==> config.mk <==
export PLATFORM = sky130hd
export DESIGN_NAME = pc_stride_prefetcher_flat
export DESIGN_NICKNAME = d
export VERILOG_FILES = /design/src/rtl/psp_pkg.sv /design/src/rtl/psp_intf.sv /design/src/rtl/psp_front.sv /design/src/rtl/psp_job_queue.sv /design/src/rtl/psp_issue.sv /design/src/rtl/pc_stride_prefetcher.sv /design/src/flat_wrapper.sv
export VERILOG_INCLUDE_DIRS = /design/src /design/src/rtl
export SDC_FILE = /design/constraint.sdc
export NUM_CORES = 2
export LEC_CHECK = 0
export BUFFER_PORTS_ARGS = -buffer_cell sky130_fd_sc_hd__buf_2
export CAP_MARGIN = 20
export CORE_ASPECT_RATIO = 0.5
export CORE_UTILIZATION = 25
export CTS_CLUSTER_SIZE = 16
export DETAILED_ROUTE_END_ITERATION = 6
export PLACE_DENSITY = 0.46
export SLEW_MARGIN = 20
export SYNTH_ARGS = -nofsm -noshare
export SYNTH_HDL_FRONTEND = slang
export SYNTH_HIERARCHICAL = 1
export SYNTH_SLANG_ARGS = --single-unit
==> constraint.sdc <==
create_clock -name clk -period 22.5 [get_ports clk]
set_input_delay 2.25 -clock clk [delete_from_list [all_inputs] [get_ports clk]]
set_output_delay 2.25 -clock clk [all_outputs]
set_load 0.03 [all_outputs]
==> src/rtl/assert_macros.svh <==
// Assertion macros shared by the prefetcher RTL.
// Both expect signals named clk and arst_n in the including scope.
`ifndef ASSERT_MACROS_SVH
`define ASSERT_MACROS_SVH

// Condition must hold at every clock edge outside reset.
`define PSP_ASSERT_ALWAYS(label, cond) \
	label: assert property (@(posedge clk) disable iff (!arst_n) (cond)) \
		else $error("assertion failed");

// Consequent must hold in the cycle after the antecedent.
`define PSP_ASSERT_NEXT(label, ante, cons) \
	label: assert property (@(posedge clk) disable iff (!arst_n) (ante) |=> (cons)) \
		else $error("assertion failed");

`endif

==> src/rtl/psp_pkg.sv <==
// Shared types and constants of the PC stride prefetcher.
// No dependencies; the interface and module files refer to it by scoped names.
package psp_pkg;

	localparam int TableEntries = 16;
	localparam int MaxDegree    = 8;
	localparam int QueueDepth   = 2;

	localparam int AddrW  = 64;
	localparam int ConfW  = 4;
	localparam int CfgW   = 4;
	localparam int RegIdxW = 8;
	localparam int IdxW   = (TableEntries > 1) ? $clog2(TableEntries) : 1;
	localparam int CntW   = $clog2(MaxDegree + 1);
	localparam int DegCmpW = (CntW > CfgW) ? CntW : CfgW;
	localparam int QPtrW  = (QueueDepth > 1) ? $clog2(QueueDepth) : 1;
	localparam int QCntW  = $clog2(QueueDepth + 1);

	// register indexes on the configuration channel
	localparam logic [RegIdxW-1:0] RegDegree    = RegIdxW'(0);
	localparam logic [RegIdxW-1:0] RegThreshold = RegIdxW'(1);
	localparam logic [RegIdxW-1:0] RegCeiling   = RegIdxW'(2);
	localparam logic [RegIdxW-1:0] RegFloor     = RegIdxW'(3);

	localparam logic [CfgW-1:0] DegreeReset    = CfgW'(2);
	localparam logic [CfgW-1:0] ThresholdReset = CfgW'(2);
	localparam logic [CfgW-1:0] CeilingReset   = CfgW'(3);
	localparam logic [CfgW-1:0] FloorReset     = CfgW'(0);

	typedef struct packed {
		logic [CfgW-1:0] degree;
		logic [CfgW-1:0] threshold;
		logic [CfgW-1:0] ceiling;
		logic [CfgW-1:0] floor;
	} cfg_t;

	// one run of prefetches: base + stride*k, k = 1..count
	typedef struct packed {
		logic [AddrW-1:0] base;
		logic [AddrW-1:0] stride;
		logic [CntW-1:0]  count;
	} job_t;

	typedef struct packed {
		logic valid;
		job_t job;
	} push_t;

	typedef struct packed {
		logic valid;
		job_t job;
	} head_t;

endpackage

==> src/rtl/psp_intf.sv <==
// Channel interfaces of the PC stride prefetcher: access in, prefetch out, config writes.
// Depends on psp_pkg for widths.
interface psp_access_if;
	logic                        valid;
	logic                        ready;
	logic [psp_pkg::AddrW-1:0]   access_pc;
	logic [psp_pkg::AddrW-1:0]   access_addr;
	modport source (output valid, access_pc, access_addr, input ready);
	modport sink (input valid, access_pc, access_addr, output ready);
endinterface

interface psp_prefetch_if;
	logic                        valid;
	logic                        ready;
	logic [psp_pkg::AddrW-1:0]   prefetch_addr;
	logic                        last_of_run;
	modport source (output valid, prefetch_addr, last_of_run, input ready);
	modport sink (input valid, prefetch_addr, last_of_run, output ready);
endinterface

interface psp_cfg_if;
	logic                        valid;
	logic                        ready;
	logic [psp_pkg::RegIdxW-1:0] index;
	logic [psp_pkg::CfgW-1:0]    data;
	modport source (output valid, index, data, input ready);
	modport sink (input valid, index, data, output ready);
endinterface

==> src/rtl/psp_front.sv <==
// Front end: accepts accesses, searches the PC-keyed table, updates or allocates the
// entry and hands confident hits to the job queue. Depends on psp_pkg.
module psp_front (
	input  logic                      clk,
	input  logic                      arst_n,
	input  logic                      acc_valid,
	output logic                      acc_ready,
	input  logic [psp_pkg::AddrW-1:0] acc_pc,
	input  logic [psp_pkg::AddrW-1:0] acc_addr,
	input  psp_pkg::cfg_t             cfg,
	input  logic                      q_full,
	output psp_pkg::push_t            push
);

	// table storage
	logic                      valid_q  [psp_pkg::TableEntries];
	logic [psp_pkg::AddrW-1:0] tag_q    [psp_pkg::TableEntries];
	logic [psp_pkg::AddrW-1:0] last_q   [psp_pkg::TableEntries];
	logic [psp_pkg::AddrW-1:0] stride_q [psp_pkg::TableEntries];
	logic [psp_pkg::ConfW-1:0] conf_q   [psp_pkg::TableEntries];
	logic [psp_pkg::IdxW-1:0]  oldest_q;

	// lookup stage
	logic                      v_s1;
	logic [psp_pkg::AddrW-1:0] pc_s1;
	logic [psp_pkg::AddrW-1:0] addr_s1;
	logic                      hit;
	logic [psp_pkg::IdxW-1:0]  hit_idx;

	// update stage
	logic                      v_s2;
	logic                      hit_s2;
	logic [psp_pkg::IdxW-1:0]  idx_s2;
	logic [psp_pkg::AddrW-1:0] pc_s2;
	logic [psp_pkg::AddrW-1:0] addr_s2;

	logic                      s2_done;
	logic [psp_pkg::AddrW-1:0] ent_last;
	logic [psp_pkg::AddrW-1:0] ent_stride;
	logic [psp_pkg::ConfW-1:0] ent_conf;
	logic [psp_pkg::AddrW-1:0] diff;
	logic                      seq;
	logic [psp_pkg::ConfW:0]   conf_inc_w;
	logic [psp_pkg::ConfW-1:0] conf_inc;
	logic [psp_pkg::ConfW-1:0] conf_dec;
	logic [psp_pkg::ConfW-1:0] conf_new;
	logic [psp_pkg::DegCmpW-1:0] deg_ext;
	logic [psp_pkg::CntW-1:0]  deg_sat;

	assign acc_ready = !v_s1 && (!v_s2 || !q_full);
	assign s2_done   = v_s2 && !q_full;

	always_comb begin
		hit     = 1'b0;
		hit_idx = '0;
		// descending scan so the lowest matching slot wins
		for (int i = psp_pkg::TableEntries - 1; i >= 0; i--) begin
			if (valid_q[i] && tag_q[i] == pc_s1) begin
				hit     = 1'b1;
				hit_idx = psp_pkg::IdxW'(i);
			end
		end
	end

	always_ff @(posedge clk or negedge arst_n) begin
		if (!arst_n) begin
			v_s1 <= 1'b0;
			v_s2 <= 1'b0;
		end else begin
			v_s1 <= acc_valid && acc_ready;
			v_s2 <= v_s1 || (v_s2 && !s2_done);
		end
	end

	always_ff @(posedge clk) begin
		if (acc_valid && acc_ready) begin
			pc_s1   <= acc_pc;
			addr_s1 <= acc_addr;
		end
		if (v_s1) begin
			hit_s2  <= hit;
			idx_s2  <= hit_idx;
			pc_s2   <= pc_s1;
			addr_s2 <= addr_s1;
		end
	end

	assign ent_last   = last_q[idx_s2];
	assign ent_stride = stride_q[idx_s2];
	assign ent_conf   = conf_q[idx_s2];
	assign diff       = addr_s2 - ent_last;
	// last + stride == addr, taken modulo 2^64
	assign seq        = (diff == ent_stride);

	always_comb begin
		conf_inc_w = {1'b0, ent_conf} + (psp_pkg::ConfW+1)'(1);
		conf_inc   = (conf_inc_w > {1'b0, cfg.ceiling}) ? cfg.ceiling
			: conf_inc_w[psp_pkg::ConfW-1:0];
		conf_dec   = (ent_conf == '0 || (ent_conf - psp_pkg::ConfW'(1)) < cfg.floor)
			? cfg.floor : ent_conf - psp_pkg::ConfW'(1);
		priority if (seq) begin
			conf_new = conf_inc;
		end else if (diff != '0) begin
			conf_new = conf_dec;
		end else begin
			conf_new = ent_conf;
		end
		deg_ext = psp_pkg::DegCmpW'(cfg.degree);
		deg_sat = (deg_ext > psp_pkg::DegCmpW'(psp_pkg::MaxDegree))
			? psp_pkg::CntW'(psp_pkg::MaxDegree) : psp_pkg::CntW'(deg_ext);
	end

	always_comb begin
		push.valid      = s2_done && hit_s2 && seq && (ent_conf >= cfg.threshold)
			&& (deg_sat != '0);
		push.job.base   = addr_s2;
		push.job.stride = ent_stride;
		push.job.count  = deg_sat;
	end

	always_ff @(posedge clk or negedge arst_n) begin
		if (!arst_n) begin
			for (int i = 0; i < psp_pkg::TableEntries; i++) begin
				valid_q[i] <= 1'b0;
			end
			oldest_q <= '0;
		end else if (s2_done && !hit_s2) begin
			valid_q[oldest_q] <= 1'b1;
			oldest_q <= (oldest_q == psp_pkg::IdxW'(psp_pkg::TableEntries - 1))
				? '0 : oldest_q + psp_pkg::IdxW'(1);
		end
	end

	always_ff @(posedge clk) begin
		if (s2_done) begin
			if (hit_s2) begin
				if (diff != '0) begin
					stride_q[idx_s2] <= diff;
				end
				last_q[idx_s2] <= addr_s2;
				conf_q[idx_s2] <= conf_new;
			end else begin
				tag_q[oldest_q]    <= pc_s2;
				last_q[oldest_q]   <= addr_s2;
				stride_q[oldest_q] <= '0;
				conf_q[oldest_q]   <= '0;
			end
		end
	end

endmodule

==> src/rtl/psp_job_queue.sv <==
// Small FIFO of prefetch runs between the front end and the issue stage.
// Depends on psp_pkg.
module psp_job_queue (
	input  logic           clk,
	input  logic           arst_n,
	input  psp_pkg::push_t push,
	output logic           full,
	output psp_pkg::head_t head,
	input  logic           pop
);

	psp_pkg::job_t              slot_q [psp_pkg::QueueDepth];
	logic [psp_pkg::QPtrW-1:0]  wr_ptr_q;
	logic [psp_pkg::QPtrW-1:0]  rd_ptr_q;
	logic [psp_pkg::QCntW-1:0]  count_q;
	logic                       do_push;
	logic                       do_pop;

	assign full       = (count_q == psp_pkg::QCntW'(psp_pkg::QueueDepth));
	assign head.valid = (count_q != '0);
	assign head.job   = slot_q[rd_ptr_q];
	assign do_push    = push.valid && !full;
	assign do_pop     = pop && head.valid;

	always_ff @(posedge clk or negedge arst_n) begin
		if (!arst_n) begin
			wr_ptr_q <= '0;
			rd_ptr_q <= '0;
			count_q  <= '0;
		end else begin
			if (do_push) begin
				wr_ptr_q <= (wr_ptr_q == psp_pkg::QPtrW'(psp_pkg::QueueDepth - 1))
					? '0 : wr_ptr_q + psp_pkg::QPtrW'(1);
			end
			if (do_pop) begin
				rd_ptr_q <= (rd_ptr_q == psp_pkg::QPtrW'(psp_pkg::QueueDepth - 1))
					? '0 : rd_ptr_q + psp_pkg::QPtrW'(1);
			end
			unique case ({do_push, do_pop})
				2'b10:   count_q <= count_q + psp_pkg::QCntW'(1);
				2'b01:   count_q <= count_q - psp_pkg::QCntW'(1);
				default: count_q <= count_q;
			endcase
		end
	end

	always_ff @(posedge clk) begin
		if (do_push) begin
			slot_q[wr_ptr_q] <= push.job;
		end
	end

endmodule

==> src/rtl/psp_issue.sv <==
// Back end: walks one prefetch run at a time into an output register, one address per cycle while not stalled.
// Depends on psp_pkg.
module psp_issue (
	input  logic                      clk,
	input  logic                      arst_n,
	input  psp_pkg::head_t            head,
	output logic                      pop,
	output logic                      pf_valid,
	input  logic                      pf_ready,
	output logic [psp_pkg::AddrW-1:0] pf_addr,
	output logic                      pf_last
);

	logic                      active_q;
	logic [psp_pkg::AddrW-1:0] next_q;
	logic [psp_pkg::AddrW-1:0] stride_q;
	logic [psp_pkg::CntW-1:0]  remain_q;
	logic                      out_valid_q;
	logic [psp_pkg::AddrW-1:0] out_addr_q;
	logic                      out_last_q;
	logic                      load;

	assign pop      = !active_q && head.valid;
	assign load     = active_q && (!out_valid_q || pf_ready);
	assign pf_valid = out_valid_q;
	assign pf_addr  = out_addr_q;
	assign pf_last  = out_last_q;

	always_ff @(posedge clk or negedge arst_n) begin
		if (!arst_n) begin
			active_q    <= 1'b0;
			out_valid_q <= 1'b0;
		end else begin
			if (pop) begin
				active_q <= 1'b1;
			end else if (load && remain_q == psp_pkg::CntW'(1)) begin
				active_q <= 1'b0;
			end
			if (load) begin
				out_valid_q <= 1'b1;
			end else if (pf_ready) begin
				out_valid_q <= 1'b0;
			end
		end
	end

	always_ff @(posedge clk) begin
		if (pop) begin
			next_q   <= head.job.base + head.job.stride;
			stride_q <= head.job.stride;
			remain_q <= head.job.count;
		end else if (load) begin
			next_q   <= next_q + stride_q;
			remain_q <= remain_q - psp_pkg::CntW'(1);
		end
		if (load) begin
			out_addr_q <= next_q;
			out_last_q <= (remain_q == psp_pkg::CntW'(1));
		end
	end

endmodule

==> src/rtl/pc_stride_prefetcher.sv <==
// PC-indexed stride prefetcher, top level. Uses psp_pkg, psp_intf, psp_front,
// psp_job_queue, psp_issue and assert_macros.svh.
// access (sink): one memory access per item, access_pc is the table key.
// prefetch (source): predicted addresses, last_of_run marks the end of one access's run.
// cfg (sink): register writes, index 0 degree, 1 threshold, 2 ceiling, 3 floor; always ready.
// The front end searches the 16 tags in its lookup stage, then reads, updates or
// allocates the entry in its update stage; it takes no new access while one is in
// the lookup stage or while the update stage waits on a full queue. A confident hit
// pushes a run into a two-entry queue; the issue stage puts out one address per cycle
// while the receiver is ready and pops the next run only after the current run ends.
// Reset empties the table and queue and loads the register defaults; no sweep is needed.
// A stalled prefetch receiver holds the output register; the queue fills, and then
// the front end stops taking accesses until room frees up.
`include "assert_macros.svh"

module pc_stride_prefetcher (
	input logic              clk,
	input logic              arst_n,
	psp_access_if.sink       access,
	psp_prefetch_if.source   prefetch,
	psp_cfg_if.sink          cfg
);

	psp_pkg::cfg_t  cfg_q;
	psp_pkg::push_t push;
	psp_pkg::head_t head;
	logic           q_full;
	logic           pop;

	assign cfg.ready = 1'b1;

	always_ff @(posedge clk or negedge arst_n) begin
		if (!arst_n) begin
			cfg_q.degree    <= psp_pkg::DegreeReset;
			cfg_q.threshold <= psp_pkg::ThresholdReset;
			cfg_q.ceiling   <= psp_pkg::CeilingReset;
			cfg_q.floor     <= psp_pkg::FloorReset;
		end else if (cfg.valid) begin
			unique case (cfg.index)
				psp_pkg::RegDegree:    cfg_q.degree    <= cfg.data;
				psp_pkg::RegThreshold: cfg_q.threshold <= cfg.data;
				psp_pkg::RegCeiling:   cfg_q.ceiling   <= cfg.data;
				psp_pkg::RegFloor:     cfg_q.floor     <= cfg.data;
				default:               cfg_q           <= cfg_q;
			endcase
		end
	end

	psp_front u_front (
		.clk       (clk),
		.arst_n    (arst_n),
		.acc_valid (access.valid),
		.acc_ready (access.ready),
		.acc_pc    (access.access_pc),
		.acc_addr  (access.access_addr),
		.cfg       (cfg_q),
		.q_full    (q_full),
		.push      (push)
	);

	psp_job_queue u_queue (
		.clk    (clk),
		.arst_n (arst_n),
		.push   (push),
		.full   (q_full),
		.head   (head),
		.pop    (pop)
	);

	psp_issue u_issue (
		.clk      (clk),
		.arst_n   (arst_n),
		.head     (head),
		.pop      (pop),
		.pf_valid (prefetch.valid),
		.pf_ready (prefetch.ready),
		.pf_addr  (prefetch.prefetch_addr),
		.pf_last  (prefetch.last_of_run)
	);

	`PSP_ASSERT_ALWAYS(a_no_push_when_full, !(push.valid && q_full))
	`PSP_ASSERT_ALWAYS(a_run_not_empty, !push.valid || push.job.count != '0)
	`PSP_ASSERT_NEXT(a_two_cycle_front, access.valid && access.ready, !access.ready)

endmodule
==> src/flat_wrapper.sv <==
// flat-port wrapper written by rule: the top's interface ports become plain ports
module pc_stride_prefetcher_flat 
  (clk, arst_n, access_valid, access_access_pc, access_access_addr, access_ready, prefetch_valid, prefetch_prefetch_addr, prefetch_last_of_run, prefetch_ready, cfg_valid, cfg_index, cfg_data, cfg_ready);
  psp_access_if access_i ();
  psp_prefetch_if prefetch_i ();
  psp_cfg_if cfg_i ();
  input logic clk;
  input logic arst_n;
  input wire logic [$bits(access_i.valid)-1:0] access_valid;
  input wire logic [$bits(access_i.access_pc)-1:0] access_access_pc;
  input wire logic [$bits(access_i.access_addr)-1:0] access_access_addr;
  output wire logic [$bits(access_i.ready)-1:0] access_ready;
  output wire logic [$bits(prefetch_i.valid)-1:0] prefetch_valid;
  output wire logic [$bits(prefetch_i.prefetch_addr)-1:0] prefetch_prefetch_addr;
  output wire logic [$bits(prefetch_i.last_of_run)-1:0] prefetch_last_of_run;
  input wire logic [$bits(prefetch_i.ready)-1:0] prefetch_ready;
  input wire logic [$bits(cfg_i.valid)-1:0] cfg_valid;
  input wire logic [$bits(cfg_i.index)-1:0] cfg_index;
  input wire logic [$bits(cfg_i.data)-1:0] cfg_data;
  output wire logic [$bits(cfg_i.ready)-1:0] cfg_ready;
  assign access_i.valid = access_valid;
  assign access_i.access_pc = access_access_pc;
  assign access_i.access_addr = access_access_addr;
  assign access_ready = access_i.ready;
  assign prefetch_valid = prefetch_i.valid;
  assign prefetch_prefetch_addr = prefetch_i.prefetch_addr;
  assign prefetch_last_of_run = prefetch_i.last_of_run;
  assign prefetch_i.ready = prefetch_ready;
  assign cfg_i.valid = cfg_valid;
  assign cfg_i.index = cfg_index;
  assign cfg_i.data = cfg_data;
  assign cfg_ready = cfg_i.ready;
  pc_stride_prefetcher u_core (.clk(clk), .arst_n(arst_n), .access(access_i), .prefetch(prefetch_i), .cfg(cfg_i));
endmodule
==> summary.txt <==
Detailed routing
  • Number of search-and-repair iterations in the first detailed-routing pass: 7
  • Number of remaining DRC errors: 28
  • Sum of routed wire length over all layers: 598000 um
  • Vias per std cell: 4.95
  • Remaining antenna violation count after routing: 0
  • Number of DRC violations after detailed-routing iteration 0: 12.0k
  • Vias post-DR: 92.6k
  • Average detailed-routed wire length per instance: 32.0 um

Critical path
  • Worst Setup End Kind: flop
  • R2R cell count: 23
  • Register-to-register path setup slack: 11.09 ns
  • Worst path bufs/invs: 7
  • Biggest fanout along the worst timing path: around 100
  • Critical Path Start Type: flop
  • Worst setup path class: flop to flop
  • Crit path max-delay family: buffers and inverters
  • Worst r2r dst: u_core/u_queue/slot_q[1][103]
  • Critical R2R Launch: u_core/u_front/idx_s2[1]
  • Cell seen most often among critical-path stages: sky130_fd_sc_hd__buf_4
  • Required time of the critical path: approximately 23 ns
  • Largest stage delay on the critical path: 0.83 ns
  • Cell chain of the critical path: buf_4 -> buf_4 -> buf_12 -> buf_4 -> mux4_2 -> mux4_2 -> inv_1 -> ha_1 -> a21oi_1 -> o21ai_0 -> a21oi_1 -> nand3b_1 -> o21ai_1 -> a2111oi_0 -> nand4_1 -> nor4b_1 -> nand3_1 -> nor4_1 -> nand3_1 -> nor4_1 -> and3_4 -> buf_4 -> buf_4
  • Data arrival time of the critical path: 12.05 ns
  • Cell type of the slowest stage on the worst timing path: sky130_fd_sc_hd__a21oi_1

Logic synthesis
  • Cell variety after synth: 111
  • Post-Synth Adder-Cell Area: roughly 1.7%
  • Sequential element share of the synthesized area: 71.9%
  • Asr flop ratio synth: 1.13%
  • Fraction of synthesized area in multiplexers: between 10 and 15%
  • Syn_area_per_cell: 17.8 sq um
  • EDFF count, synth: between 3k and 4k
  • Share of synthesized cell area in and, or, nand and nor gates: 4.27%
  • Dominant combinational cell family by area after synthesis: multiplexers
  • Post-synthesis compound-gate area fraction: under 10%
  • Cell area after synthesis: 0.163 sq mm
  • Net Count, Synth: 9490
  • Synth Register Bits: 3902
  • YS warnings: 6
  • Top_reg_cell synth: sky130_fd_sc_hd__edfxtp_1
  • Xor and xnor area share after synthesis: 5.13%
  • Gate count after technology mapping: 9132

Clock tree
  • Clock buffer count from CTS: 397
  • Number of H-tree branching levels: 5
  • Number of hold-repair buffers added at the cts stage: 0
  • CTS tree: yes
  • Clock sinks: roughly 4k
  • Clock Pin Slew Worst Setup and Hold Paths: 0.06 ns
  • Worst-Skew Late Latency: 1.07 ns
  • Number of buffers added for setup after CTS: 0
  • Clk root buf: sky130_fd_sc_hd__clkbuf_16
  • Buffer depth of the longest clock path: 5
  • Total of cells resized after clock tree synthesis: 0

Outcome
  • Failing checks: design-rule violations
  • Outcome: complete, but fails checks

Global routing
  • Via count of the first global-routing pass: 90.2k
  • Antenna violations before repair: 97
  • Total global routing overflow: 0
  • Largest net degree at the start of global routing: 104
  • Global routing usage summed across all routing layers: 17.8%
  • Global-route wire length before repair: roughly 800000 um

Floorplan
  • Row count: 209
  • Starting density of the core: 25.1%
  • Ports: 213
  • Height of the die: between 500 and 600 um
  • Area of the die: 0.654 sq mm
  • Standard cell core area: 0.648 sq mm
  • Die span in x: 1140 um

Placed design
  • Port bufs: 211
  • HPWL after detailed placement: 385000 um
  • Placed instance count: 18.0k
  • GP Congestion: 0.902

Min path
  • Worst Hold Launch: u_core/u_front/addr_s1[19]
  • Hold Crit Class: flop to flop
  • Hold Path Sink: u_core/u_front/addr_s2[19]
  • Hold path depth: 0

Timing
  • Transition time at the pin with the least slew margin: 1.29 ns
  • Worst rel slew slack: approximately 14%
  • Worst-case clock skew: 0.145 ns
  • Peak Freq: 0.0876 GHz
  • Final period util: between 50% and 60%
  • RSZ-0062 raised after global routing: no
  • Count of endpoints failing hold in the final timing report: 0
  • Max Slew Vio Count: 0
  • Number of failing setup endpoints in the final timing report: 0
  • Final worst path period need: around 11 ns
  • TNS Setup: 0 ns

Final layout
  • Finished Layout Cells: 18.7k
  • Share of post-route cells with drive strength above 1: 21.2%
  • Count of fill cells added during filler insertion: 64.0k
  • Area taken by multi-input logic gates: 0.0437 sq mm
  • Area taken by flip-flops and latches: approximately 0.12 sq mm
  • Post-layout net count: 10.1k
  • Most common cell after layout, fill and taps aside: sky130_fd_sc_hd__edfxtp_1
  • Area growth from synthesis to layout: 16.1%
  • Commonest cells after routing, fill and taps aside: sky130_fd_sc_hd__edfxtp_1 (3858), sky130_fd_sc_hd__mux4_2 (625), sky130_fd_sc_hd__xnor2_1 (511)

Power
  • Standby leakage power: 60.2 nW
  • Power per Cell Area: 94.6 mW/mm^2
  • Maximum VDD drop: 69.4 uV

Flow run
  • Max-Cap Viols: 0
==> worst max path at each step <==
stage / start / end / slack, ns / depth (start not counted)
2_1_floorplan: u_core/u_front/idx_s2[0] / u_core/u_queue/slot_q[0][0] / 9.07 / 29
3_3_place_gp: u_core/u_front/idx_s2[0] / u_core/u_queue/slot_q[1][37] / 11.22 / 23
3_5_place_dp: u_core/u_front/idx_s2[0] / u_core/u_queue/slot_q[1][107] / 11.25 / 23
4_1_cts: u_core/u_front/idx_s2[0] / u_core/u_queue/slot_q[1][99] / 11.23 / 23
5_1_grt: u_core/u_front/idx_s2[0] / u_core/u_queue/slot_q[1][103] / 10.36 / 23
6_report: u_core/u_front/idx_s2[1] / u_core/u_queue/slot_q[1][103] / 11.09 / 23
==> cell usage after synthesis, types with 23 or more instances <==
master                         n  area, sq um
sky130_fd_sc_hd__nor4_1      145          907
sky130_fd_sc_hd__nor3_1       86          430
sky130_fd_sc_hd__o21a_1       32          240
sky130_fd_sc_hd__o21bai_1     39          293
sky130_fd_sc_hd__nand2_1     279         1050
sky130_fd_sc_hd__nor2_1      304         1140
sky130_fd_sc_hd__a211oi_1     36          270
sky130_fd_sc_hd__o21ai_0     152          761
sky130_fd_sc_hd__o21ai_1      40          200
sky130_fd_sc_hd__nor2b_1      48          300
sky130_fd_sc_hd__mux2_2       88          991
sky130_fd_sc_hd__edfxtp_1   3858       116000
sky130_fd_sc_hd__dfrtp_1      40         1000
sky130_fd_sc_hd__clkbuf_1    237          890
sky130_fd_sc_hd__buf_1        80          300
sky130_fd_sc_hd__and3_1       23          144
sky130_fd_sc_hd__a21o_1      105          788
sky130_fd_sc_hd__o2bb2ai_1    49          429
sky130_fd_sc_hd__o22ai_1     101          632
sky130_fd_sc_hd__nand3_1      75          375
sky130_fd_sc_hd__nand2b_1     31          194
sky130_fd_sc_hd__or2_2        29          181
sky130_fd_sc_hd__mux2_4       70         1050
sky130_fd_sc_hd__buf_2        55          275
sky130_fd_sc_hd__ha_1        210         2630
sky130_fd_sc_hd__mux4_2      625        14100
sky130_fd_sc_hd__xnor2_1     515         4510
sky130_fd_sc_hd__xor2_1      419         3670
sky130_fd_sc_hd__mux2i_1      34          340
sky130_fd_sc_hd__a221oi_1     73          639
sky130_fd_sc_hd__a22oi_1      67          503
sky130_fd_sc_hd__a31oi_1      29          181
sky130_fd_sc_hd__a21oi_1     315         1580
sky130_fd_sc_hd__nand4_1     206         1290
sky130_fd_sc_hd__inv_1       239          897
==> logic make-up after synthesis <==
kind of cell,count (synthesis)
xor gates and xnor gates,942
DFF,3902
muxes,821
buffers and inverters,663
other,1
AOI/OAI and AO/OA,1249
and+or+nand+nor,1341
adders and majority gates,213
==> state kept, by name, summed over array words and instances, names as in the netlist, 16 cells and up <==
register                 cells
u_core/u_queue/slot_q      264
u_core/u_front/last_q     1024
u_core/u_front/conf_q       64
u_core/u_issue/pf_addr      64
u_core/u_front/pc_s1        64
u_core/u_front/addr_s2      64
u_core/cfg_q                16
u_core/u_front/valid_q      16
u_core/u_issue/next_q       64
u_core/u_front/tag_q      1024
u_core/u_issue/stride_q     64
u_core/u_front/pc_s2        64
u_core/u_front/stride_q   1024
u_core/u_front/addr_s1      64
==> where the power goes <==
part	internal [mW]	switching [mW]	leakage, nW	total, mW
Combinational	0.774	1.86	18.6	2.63
Sequential	8.59	0.191	35.6	8.78
Clock	3.57	2.89	5.97	6.46
Total	12.9	4.94	60.2	17.9
==> worst register-to-register path, stage by stage, from the launching register on <==
cell                        delay [ns]
sky130_fd_sc_hd__edfxtp_1         0.39
sky130_fd_sc_hd__buf_4            0.45
sky130_fd_sc_hd__buf_4            0.62
sky130_fd_sc_hd__buf_12           0.46
sky130_fd_sc_hd__buf_4            1.09
sky130_fd_sc_hd__mux4_2           0.52
sky130_fd_sc_hd__mux4_2           0.52
sky130_fd_sc_hd__inv_1            0.13
sky130_fd_sc_hd__ha_1             0.48
sky130_fd_sc_hd__a21oi_1          0.29
sky130_fd_sc_hd__o21ai_0          0.35
sky130_fd_sc_hd__a21oi_1          0.83
sky130_fd_sc_hd__nand3b_1         0.21
sky130_fd_sc_hd__o21ai_1          0.11
sky130_fd_sc_hd__a2111oi_0        0.43
sky130_fd_sc_hd__nand4_1          0.20
sky130_fd_sc_hd__nor4b_1          0.45
sky130_fd_sc_hd__nand3_1          0.14
sky130_fd_sc_hd__nor4_1           0.33
sky130_fd_sc_hd__nand3_1          0.19
sky130_fd_sc_hd__nor4_1           0.53
sky130_fd_sc_hd__and3_4           0.67
sky130_fd_sc_hd__buf_4            0.83
sky130_fd_sc_hd__buf_4            0.72
==> layer usage <==
metal,up-vias,wire length (um),track usage [%]
met5,-,97,0
met4,14,17800,4.88
met3,834,42500,3.05
met2,3893,280000,28.9
met1,49990,258000,24.5
li1,37845,-,-
==> cell type report <==
class	instances	area share [%]
inverter	249	0.498
clock buffer	495	5.56
timing repair buffer	624	2.29
clock inverter	200	0.883
multi-input combinational	4567	23.1
tap	8651	5.73
antenna	29	0.0384
sequential	3902	61.9
==> metrics by stage <==
stage	hold WS [ns]	cell area [sq um]	util [%]	worst slack, ns	power (mW)
after floorplan	0.400	163000	-	9.07	10.3
final	0.337	189000	29.2	11.09	17.9
after global routing	0.357	189000	29.1	10.36	18.5
after detailed placement	0.405	177000	27.2	11.25	11.6
after CTS	0.363	189000	29.1	11.23	18.1
after global placement	0.403	177000	27.2	11.22	11.6
Power figures use the tool's default switching activity.
